`src/rtl/ille_pkg.sv`:
```
package ille_pkg;

  // table depth; the request and result ports carry 6-bit indexes
  localparam int NODES = 64;

  typedef enum logic [2:0] {
    OP_MAKE    = 3'd0,
    OP_TAIL    = 3'd1,
    OP_HEAD    = 3'd2,
    OP_UNLINK  = 3'd3,
    OP_KEYINS  = 3'd4,
    OP_FIRST   = 3'd5,
    OP_LAST    = 3'd6,
    OP_NOP     = 3'd7
  } op_t;

  typedef enum logic [1:0] {
    ST_OK    = 2'd0,
    ST_EMPTY = 2'd1,
    ST_FULL  = 2'd2
  } status_t;

  typedef enum logic [3:0] {
    S_IDLE,
    S_RD0,
    S_RD1,
    S_RD2,
    S_WALK,
    S_WALKRD,
    S_W0,
    S_W1,
    S_W2,
    S_W3,
    S_DONE
  } state_t;

  localparam logic [15:0] KEY_MIN = 16'h8000;
  localparam logic [15:0] KEY_MAX = 16'h7FFF;

endpackage

```
`src/rtl/indexed_linked_list_engine.sv`:
```
// Doubly linked task queues in two index tables (system, clock), each held in
// synchronous memories (next link, prev link, key) of 64 entries. One request
// is handled at a time by a sequencer that reads links, then writes them back
// in the write states W0 to W3. A make writes after its first read, tail and
// head insert after a second, unlink and remove after a third. A no-op or a
// make with no anchor slots left goes straight to done, as does a remove on an
// empty list after its second read. The sorted insert walks backward (at most
// 64 steps), each step waiting on the prev link and key reads, before its
// third read and its writes. The sequencer returns to idle after each request
// before taking the next. The result sits in its own output register, so a
// new request is taken while it waits; a finished request holds in the done
// state until that register is free. No clearing pass: entries are undefined
// until written. Anchor sentinels are allocated in pairs from entry TASKS up.
module indexed_linked_list_engine #(
  parameter int TASKS = 32
) (
  input  logic        clk,
  input  logic        rst,
  input  logic        s_tvalid,
  output logic        s_tready,
  // tdata: opcode[2:0], node[8:3], anchor[14:9], key[30:15], order_sense[31]
  input  logic [31:0] s_tdata,
  // tuser: which_table
  input  logic        s_tuser,
  output logic        m_tvalid,
  input  logic        m_tready,
  // tdata: result_index[5:0], status[7:6]
  output logic [7:0]  m_tdata
);

  localparam int AW = $clog2(ille_pkg::NODES);
  localparam int SW = $clog2(ille_pkg::NODES + 1);
  localparam int CW = $clog2(ille_pkg::NODES + 1);

  ille_pkg::state_t state, state_next;

  // request registers
  ille_pkg::op_t   op;
  logic            tbl;
  logic [AW-1:0]   node;
  logic [AW-1:0]   anc;
  logic [15:0]     key;
  logic            asc;

  logic [SW-1:0]   slot;
  logic [AW-1:0]   a0, a1, p;
  logic [CW-1:0]   cnt;
  logic [AW-1:0]   res_idx;
  ille_pkg::status_t res_st;
  logic            busy, out_full, out_load;
  logic [7:0]      out_data;

  // memory ports
  logic [AW-1:0] nx_ra, pv_ra, ky_ra, nx_wa, pv_wa, ky_wa, nx_wd, pv_wd;
  logic [15:0]   ky_wd;
  logic          nx_we, pv_we, ky_we;
  logic [AW-1:0] snx_rd, spv_rd, cnx_rd, cpv_rd, nx_rd, pv_rd;
  logic [15:0]   sky_rd, cky_rd;
  logic          use_clk;

  assign use_clk = tbl && op != ille_pkg::OP_HEAD && op != ille_pkg::OP_KEYINS;
  assign nx_rd   = use_clk ? cnx_rd : snx_rd;
  assign pv_rd   = use_clk ? cpv_rd : spv_rd;

  ille_mem #(.NODES(ille_pkg::NODES), .AW(AW)) u_sys (
    .clk, .nx_raddr(nx_ra), .nx_rdata(snx_rd), .nx_we(nx_we && !use_clk),
    .nx_waddr(nx_wa), .nx_wdata(nx_wd), .pv_raddr(pv_ra), .pv_rdata(spv_rd),
    .pv_we(pv_we && !use_clk), .pv_waddr(pv_wa), .pv_wdata(pv_wd),
    .ky_raddr(ky_ra), .ky_rdata(sky_rd), .ky_we(ky_we && !use_clk),
    .ky_waddr(ky_wa), .ky_wdata(ky_wd)
  );

  ille_mem #(.NODES(ille_pkg::NODES), .AW(AW)) u_clk (
    .clk, .nx_raddr(nx_ra), .nx_rdata(cnx_rd), .nx_we(nx_we && use_clk),
    .nx_waddr(nx_wa), .nx_wdata(nx_wd), .pv_raddr(pv_ra), .pv_rdata(cpv_rd),
    .pv_we(pv_we && use_clk), .pv_waddr(pv_wa), .pv_wdata(pv_wd),
    .ky_raddr(ky_ra), .ky_rdata(cky_rd), .ky_we(1'b0),
    .ky_waddr(ky_wa), .ky_wdata(ky_wd)
  );

  assign busy     = state != ille_pkg::S_IDLE;
  assign s_tready = !busy;
  assign m_tvalid = out_full;
  assign m_tdata  = out_data;
  // move the finished result out once the output register is free
  assign out_load = (state == ille_pkg::S_DONE) && (!out_full || m_tready);

  logic walk_go;
  assign walk_go = ($signed(sky_rd) < $signed(key)) && cnt != CW'(ille_pkg::NODES);

  // next state
  always_comb begin
    state_next = state;
    unique case (state)
      ille_pkg::S_IDLE:   if (s_tvalid && s_tready) state_next = ille_pkg::S_RD0;
      ille_pkg::S_RD0: begin
        unique case (op)
          ille_pkg::OP_MAKE:
            state_next = (32'(slot) + 2 > ille_pkg::NODES) ? ille_pkg::S_DONE
                                                            : ille_pkg::S_W0;
          ille_pkg::OP_NOP: state_next = ille_pkg::S_DONE;
          default:          state_next = ille_pkg::S_RD1;
        endcase
      end
      ille_pkg::S_RD1: begin
        unique case (op) inside
          ille_pkg::OP_KEYINS: state_next = ille_pkg::S_WALK;
          ille_pkg::OP_FIRST, ille_pkg::OP_LAST: begin
            state_next = (32'(op == ille_pkg::OP_FIRST ? nx_rd : pv_rd) < TASKS)
                         ? ille_pkg::S_RD2 : ille_pkg::S_DONE;
          end
          ille_pkg::OP_UNLINK: state_next = ille_pkg::S_RD2;
          default:             state_next = ille_pkg::S_W0;
        endcase
      end
      ille_pkg::S_RD2:    state_next = ille_pkg::S_W0;
      ille_pkg::S_WALK:   state_next = walk_go ? ille_pkg::S_WALKRD : ille_pkg::S_RD2;
      ille_pkg::S_WALKRD: state_next = ille_pkg::S_WALK;
      ille_pkg::S_W0:     state_next = ille_pkg::S_W1;
      ille_pkg::S_W1:     state_next = ille_pkg::S_W2;
      ille_pkg::S_W2:     state_next = ille_pkg::S_W3;
      ille_pkg::S_W3:     state_next = ille_pkg::S_DONE;
      ille_pkg::S_DONE:   state_next = out_load ? ille_pkg::S_IDLE : ille_pkg::S_DONE;
      default:            state_next = ille_pkg::S_IDLE;
    endcase
  end

  // memory read addresses and write strobes
  always_comb begin
    nx_ra = anc; pv_ra = anc; ky_ra = p;
    nx_we = 1'b0; pv_we = 1'b0; ky_we = 1'b0;
    nx_wa = node; pv_wa = node; ky_wa = node;
    nx_wd = a0; pv_wd = a0; ky_wd = key;
    unique case (state)
      ille_pkg::S_RD0: begin
        nx_ra = (op == ille_pkg::OP_UNLINK) ? node : anc;
        pv_ra = (op == ille_pkg::OP_UNLINK) ? node : anc;
      end
      ille_pkg::S_RD1: begin
        // candidate links for remove; key of tail.prev for sorted insert
        nx_ra = (op == ille_pkg::OP_FIRST) ? nx_rd : pv_rd;
        pv_ra = (op == ille_pkg::OP_FIRST) ? nx_rd : pv_rd;
        ky_ra = pv_rd;
      end
      // fetch the key of the entry just stepped to
      ille_pkg::S_WALKRD: ky_ra = pv_rd;
      ille_pkg::S_WALK:   begin pv_ra = p; nx_ra = p; end
      ille_pkg::S_RD2:    begin nx_ra = p; pv_ra = p; end
      ille_pkg::S_W0: begin
        unique case (op)
          ille_pkg::OP_MAKE: begin
            nx_we = 1'b1; nx_wa = AW'(slot); nx_wd = AW'(slot + 1'b1);
            pv_we = 1'b1; pv_wa = AW'(slot); pv_wd = AW'(slot);
            ky_we = !tbl; ky_wa = AW'(slot);
            ky_wd = asc ? ille_pkg::KEY_MIN : ille_pkg::KEY_MAX;
          end
          ille_pkg::OP_TAIL: begin
            nx_we = 1'b1; nx_wd = anc; pv_we = 1'b1; pv_wd = a0;
          end
          ille_pkg::OP_HEAD: begin
            nx_we = 1'b1; nx_wd = a0; pv_we = 1'b1; pv_wd = anc;
          end
          ille_pkg::OP_KEYINS: begin
            pv_we = 1'b1; pv_wd = p; ky_we = 1'b1;
          end
          default: begin
            // unlink and remove: links of p arrive this cycle, (p.prev).next = p.next
            nx_we = 1'b1; nx_wa = pv_rd; nx_wd = nx_rd;
          end
        endcase
      end
      ille_pkg::S_W1: begin
        unique case (op)
          ille_pkg::OP_MAKE: begin
            nx_we = 1'b1; nx_wa = AW'(slot + 1'b1); nx_wd = AW'(slot + 1'b1);
            pv_we = 1'b1; pv_wa = AW'(slot + 1'b1); pv_wd = AW'(slot);
            ky_we = !tbl; ky_wa = AW'(slot + 1'b1);
            ky_wd = asc ? ille_pkg::KEY_MAX : ille_pkg::KEY_MIN;
          end
          ille_pkg::OP_TAIL: begin nx_we = 1'b1; nx_wa = a0; nx_wd = node; end
          ille_pkg::OP_HEAD: begin pv_we = 1'b1; pv_wa = a0; pv_wd = node; end
          ille_pkg::OP_KEYINS: begin nx_we = 1'b1; nx_wd = a0; end
          default: begin pv_we = 1'b1; pv_wa = a0; pv_wd = a1; end
        endcase
      end
      ille_pkg::S_W2: begin
        unique case (op)
          ille_pkg::OP_TAIL: begin pv_we = 1'b1; pv_wa = anc; pv_wd = node; end
          ille_pkg::OP_HEAD: begin nx_we = 1'b1; nx_wa = anc; nx_wd = node; end
          ille_pkg::OP_KEYINS: begin nx_we = 1'b1; nx_wa = p; nx_wd = node; end
          default: ;
        endcase
      end
      ille_pkg::S_W3: begin
        if (op == ille_pkg::OP_KEYINS) begin
          pv_we = 1'b1; pv_wa = a0; pv_wd = node;
        end
      end
      default: ;
    endcase
  end

  // sequencer registers
  always_ff @(posedge clk) begin
    if (rst) begin
      state <= ille_pkg::S_IDLE;
      slot <= SW'(TASKS);
      out_full <= 1'b0;
    end else begin
      state <= state_next;
      if (out_load) out_full <= 1'b1;
      else if (m_tvalid && m_tready) out_full <= 1'b0;
      if (state == ille_pkg::S_W1 && op == ille_pkg::OP_MAKE) slot <= slot + SW'(2);
    end
  end

  // operand and link capture
  always_ff @(posedge clk) begin
    unique case (state)
      ille_pkg::S_IDLE: begin
        op  <= ille_pkg::op_t'(s_tdata[2:0]);
        tbl <= s_tuser;
        node <= s_tdata[8:3];
        anc <= s_tdata[14:9];
        key <= s_tdata[30:15];
        asc <= s_tdata[31];
        cnt <= '0;
      end
      ille_pkg::S_RD0: begin
        res_idx <= node;
        res_st  <= ille_pkg::ST_OK;
        if (op == ille_pkg::OP_MAKE) begin
          if (32'(slot) + 2 > ille_pkg::NODES) begin
            res_idx <= '0; res_st <= ille_pkg::ST_FULL;
          end else res_idx <= AW'(slot);
        end
        if (op == ille_pkg::OP_NOP) res_idx <= '0;
      end
      ille_pkg::S_RD1: begin
        unique case (op)
          ille_pkg::OP_TAIL:   a0 <= pv_rd;
          ille_pkg::OP_HEAD:   a0 <= nx_rd;
          ille_pkg::OP_UNLINK: p  <= node;
          ille_pkg::OP_KEYINS: p  <= pv_rd;
          default: begin
            p <= (op == ille_pkg::OP_FIRST) ? nx_rd : pv_rd;
            res_idx <= (op == ille_pkg::OP_FIRST) ? nx_rd : pv_rd;
            if (32'((op == ille_pkg::OP_FIRST) ? nx_rd : pv_rd) >= TASKS) begin
              res_idx <= '0; res_st <= ille_pkg::ST_EMPTY;
            end
          end
        endcase
      end
      ille_pkg::S_WALK: begin
        if (walk_go) cnt <= cnt + 1'b1;
      end
      ille_pkg::S_WALKRD: p <= pv_rd;
      ille_pkg::S_RD2: begin
        // links of p (node for unlink, candidate for remove, spot for insert)
      end
      ille_pkg::S_W0: begin
        if (op != ille_pkg::OP_TAIL && op != ille_pkg::OP_HEAD) begin
          a0 <= nx_rd; a1 <= pv_rd;
        end
      end
      ille_pkg::S_DONE: begin
        if (out_load) out_data <= {res_st, res_idx};
      end
      default: ;
    endcase
  end

endmodule

```
`src/rtl/ille_mem.sv`:
```
// One table: next links, prev links and (used on the system table) keys.
// Synchronous single-port read per array, one write per array per cycle.
module ille_mem #(
  parameter int NODES = 64,
  parameter int AW    = 6
) (
  input  logic          clk,
  input  logic [AW-1:0] nx_raddr,
  output logic [AW-1:0] nx_rdata,
  input  logic          nx_we,
  input  logic [AW-1:0] nx_waddr,
  input  logic [AW-1:0] nx_wdata,
  input  logic [AW-1:0] pv_raddr,
  output logic [AW-1:0] pv_rdata,
  input  logic          pv_we,
  input  logic [AW-1:0] pv_waddr,
  input  logic [AW-1:0] pv_wdata,
  input  logic [AW-1:0] ky_raddr,
  output logic [15:0]   ky_rdata,
  input  logic          ky_we,
  input  logic [AW-1:0] ky_waddr,
  input  logic [15:0]   ky_wdata
);

  logic [AW-1:0] nx_mem [NODES];
  logic [AW-1:0] pv_mem [NODES];
  logic [15:0]   ky_mem [NODES];

  // write and registered read
  always_ff @(posedge clk) begin
    if (nx_we) nx_mem[nx_waddr] <= nx_wdata;
    if (pv_we) pv_mem[pv_waddr] <= pv_wdata;
    if (ky_we) ky_mem[ky_waddr] <= ky_wdata;
    nx_rdata <= nx_mem[nx_raddr];
    pv_rdata <= pv_mem[pv_raddr];
    ky_rdata <= ky_mem[ky_raddr];
  end

endmodule

```
`config.mk`:
```
export PLATFORM = sky130hd
export DESIGN_NAME = indexed_linked_list_engine
export DESIGN_NICKNAME = d
export VERILOG_FILES = /design/src/rtl/ille_pkg.sv /design/src/rtl/indexed_linked_list_engine.sv /design/src/rtl/ille_mem.sv
export SDC_FILE = /design/constraint.sdc
export NUM_CORES = 2
export LEC_CHECK = 0
export ABC_AREA = 1
export BUFFER_PORTS_ARGS = -buffer_cell sky130_fd_sc_hd__buf_2
export CORE_MARGIN = 8
export CORE_UTILIZATION = 30
export DETAILED_ROUTE_END_ITERATION = 7
export PLACE_DENSITY_LB_ADDON = 0.2
export SYNTH_ARGS = -nofsm -noshare
export SYNTH_HDL_FRONTEND = slang
export SYNTH_HIERARCHICAL = 1
export SYNTH_SLANG_ARGS = --single-unit
```
`constraint.sdc`:
```
create_clock -name clk -period 7.7 [get_ports clk]
set_input_delay 1.54 -clock clk [delete_from_list [all_inputs] [get_ports clk]]
set_output_delay 1.54 -clock clk [all_outputs]
set_load 0.02 [all_outputs]
```
==> metrics.json <==
{
  "wirelength": {"value": 333000, "unit": "um"},
  "fin_crit_sh": {"value": 68.9, "unit": "%"},
  "post_drt_via_cell_ratio": {"value": 4.93},
  "fillers": {"value": 37100},
  "detail_route.wl_per_cell": {"value": 22.2, "unit": "um"},
  "mostFrequentLayoutCell": {"value": "nand2_1"},
  "dp_hpwl": {"value": 188000, "unit": "um"},
  "critical_path_s_top_delay_family": {"value": "simple AND/OR/NAND/NOR gates"},
  "worstPathCellList": {"value": "nor2_4, nand2_4, nand2_8, inv_4, nand2_4, nand2_1, nand2_1, nand2_1, o21ai_2, nand2_1, o211ai_1, buf_4, inv_4, buf_4, nand2_1, nand3_1, nand3_1, nand2_1, nand2_1, nand3_1, nand3_1, nand2_1"},
  "number_of_buffers_and_inverters_on_the_critical_path": {"value": 4},
  "worst_hold_path_type": {"value": "reg2reg"},
  "finClkSkew": {"value": 0.0569, "unit": "ns"},
  "crit_arrival": {"value": 6.03, "unit": "ns"},
  "globalRoute.totalOverflow": {"value": 0},
  "worst-endpoint-required": {"value": 8.42, "unit": "ns"},
  "cp-startpoint": {"value": "op[1]$_DFFE_PP_"},
  "final_max_tran_viols": {"value": 0},
  "io_buffer_count": {"value": 46},
  "area_growth_syn_to_layout": {"value": 13.4, "unit": "%"},
  "track_usage": {"value": 16.4, "unit": "%"},
  "power_density": {"value": 524, "unit": "nW/um2"},
  "cpPeakStageDelay": {"value": 0.63, "unit": "ns"},
  "hold_ws": {"value": 0.419, "unit": "ns"},
  "max_clock_freq": {"value": 188, "unit": "MHz"},
  "design.portCount": {"value": 47},
  "first_global_vias": {"value": 72700},
  "core-area": {"value": 372000, "unit": "um2"},
  "critPathMostFrequentCell": {"value": "nand2_1"},
  "insertion_delay_to_the_later_sink_of_the_worst_skew_pair": {"value": 0.88, "unit": "ns"},
  "post_cts_hold_buffer_count": {"value": 0},
  "grt_antenna_before_repair": {"value": 7},
  "synth_nets": {"value": 9926},
  "setup_slack": {"value": 2.39, "unit": "ns"},
  "postCtsResizedCells": {"value": 0},
  "drt-pass1-iter-count": {"value": 5},
  "run_status": {"value": "complete, no violations"},
  "tritoncts": {"value": "built"},
  "floorplan.die.height": {"value": 626, "unit": "um"},
  "grt_start_max_net_pins": {"value": 182},
  "root_buffer": {"value": "clkbuf_16"},
  "highest-signal-layer": {"value": "met4"},
  "synthesis.area": {"value": 112000, "unit": "um2"},
  "fp-row-count": {"value": 224},
  "remaining_drc_errors": {"value": 0},
  "total_power": {"value": 66500, "unit": "uW"},
  "syn_avg_cell_area": {"value": 11.3, "unit": "um2"},
  "maxCapViolCount": {"value": 0},
  "finalHoldViolCount": {"value": 0},
  "tightestPinTransition": {"value": 1.25, "unit": "ns"},
  "dpl_ws": {"value": 2.39, "unit": "ns"},
  "r2r-start": {"value": "op[1]$_DFFE_PP_"},
  "dieArea": {"value": 392000, "unit": "um2"},
  "detail_route.iter0.violations": {"value": 6630},
  "ir_worst_vdd": {"value": 0.542, "unit": "mV"},
  "num_vias": {"value": 74000},
  "tritoncts.num_buffers": {"value": 300},
  "dr_wl_met2": {"value": 160000, "unit": "um"},
  "yosysWarningCount": {"value": 6},
  "start_util": {"value": 30.1, "unit": "%"},
  "setup_repair_after_global_routing_missed_its_margin": {"value": "false"},
  "worst_hold_startpoint": {"value": "res_idx[2]$_DFFE_PP_"},
  "relSlewSlack": {"value": 16.7, "unit": "%"},
  "timing.setup.tns": {"value": 0, "unit": "ns"},
  "critPathSlowestCell": {"value": "buf_4"},
  "setup-violations-final": {"value": 0},
  "m1WireLength": {"value": 146000, "unit": "um"},
  "grt_first_pass_wirelength": {"value": 490000, "unit": "um"},
  "nets": {"value": 9880},
  "gp_congestion": {"value": 0.854},
  "critPathCaptureType": {"value": "register"},
  "ant_nets": {"value": 0},
  "htree_num_levels": {"value": 5},
  "most-common-layout-cells": {"value": "nand2_1, edfxtp_1, nand3_1"},
  "cts_max_path_buffers": {"value": 4},
  "power_leakage": {"value": 0.0447, "unit": "uW"},
  "die_w": {"value": 626, "unit": "um"},
  "cts_num_sinks": {"value": 2685},
  "post_cts_buffers": {"value": 0},
  "worstSetupPathType": {"value": "reg2reg"},
  "crit_path_max_fo": {"value": 81},
  "syn-instance-count": {"value": 9871},
  "dr_wl_met3": {"value": 17400, "unit": "um"},
  "worst_setup_path_start_kind": {"value": "register"},
  "clock_slew_at_reported_path_ffs": {"value": 0.06, "unit": "ns"},
  "period_needed": {"value": 5.31, "unit": "ns"},
  "post_route_cells_drive_above_1_share": {"value": 7.07, "unit": "%"}
}
[report_power, final]
group          internal [uW]  total, uW  leakage (uW)  switching [uW]
logic                   8120      33500        0.0160           25300
registers              18700      19100        0.0242             388
clock network           8240      14000       0.00460            5710
[per-stage QoR]
stage               util (%)  instances  cell area, um2
global placement        31.6      14500          117000
detailed placement      31.6      14500          117000
floorplan                  -       9871          112000
CTS                     34.1      15000          127000
global route            34.1      15000          127000
finish                  34.1      15000          127000
[path summary, 6_finish.rpt]
check                                                 end  cells after the start  slack, ns
worst max register to register  u_sys/pv_rdata[3]$_DFF_P_                     22       2.39
worst min register to register       m_tdata[2]$_DFFE_PP_                      0       0.42
worst min-delay path                 m_tdata[2]$_DFFE_PP_                      0       0.42
worst max-delay path            u_sys/pv_rdata[3]$_DFF_P_                     22       2.39
[final cells by class]
class	instances	area, um2	share of cell area, %
Antenna cell	5	12.5	0.00987
Clock buffer	382	8130	6.42
Clock inverter	145	1310	1.04
Inverter	206	813	0.642
Multi-Input combinational cell	6408	28300	22.3
Sequential cell	2685	80100	63.2
Tap cell	4972	6220	4.91
Timing Repair Buffer	224	1870	1.47
[sequential cells by signal (all words and copies together) (netlist names), 3 cells and up]
name,flops
anc,6
m_tdata,8
u_sys/nx_rdata,6
res_idx,6
u_clk/nx_rdata,6
u_clk/pv_mem,384
key,16
op,3
u_clk/nx_mem,384
node,6
u_sys/pv_mem,384
u_clk/pv_rdata,6
cnt,7
a1,6
state,4
slot,6
u_sys/nx_mem,384
u_sys/ky_mem,1024
a0,6
p,6
u_sys/pv_rdata,6
u_sys/ky_rdata,16
[routing by layer]
layer | track usage [%] | up-vias
met2 | 27.6 | 2088
met4 | 4.37 | 0
met5 | 0 | -
met3 | 2.04 | 488
met1 | 22.3 | 37000
li1 | - | 34500
No activity file was read; power rests on OpenSTA's default activity.
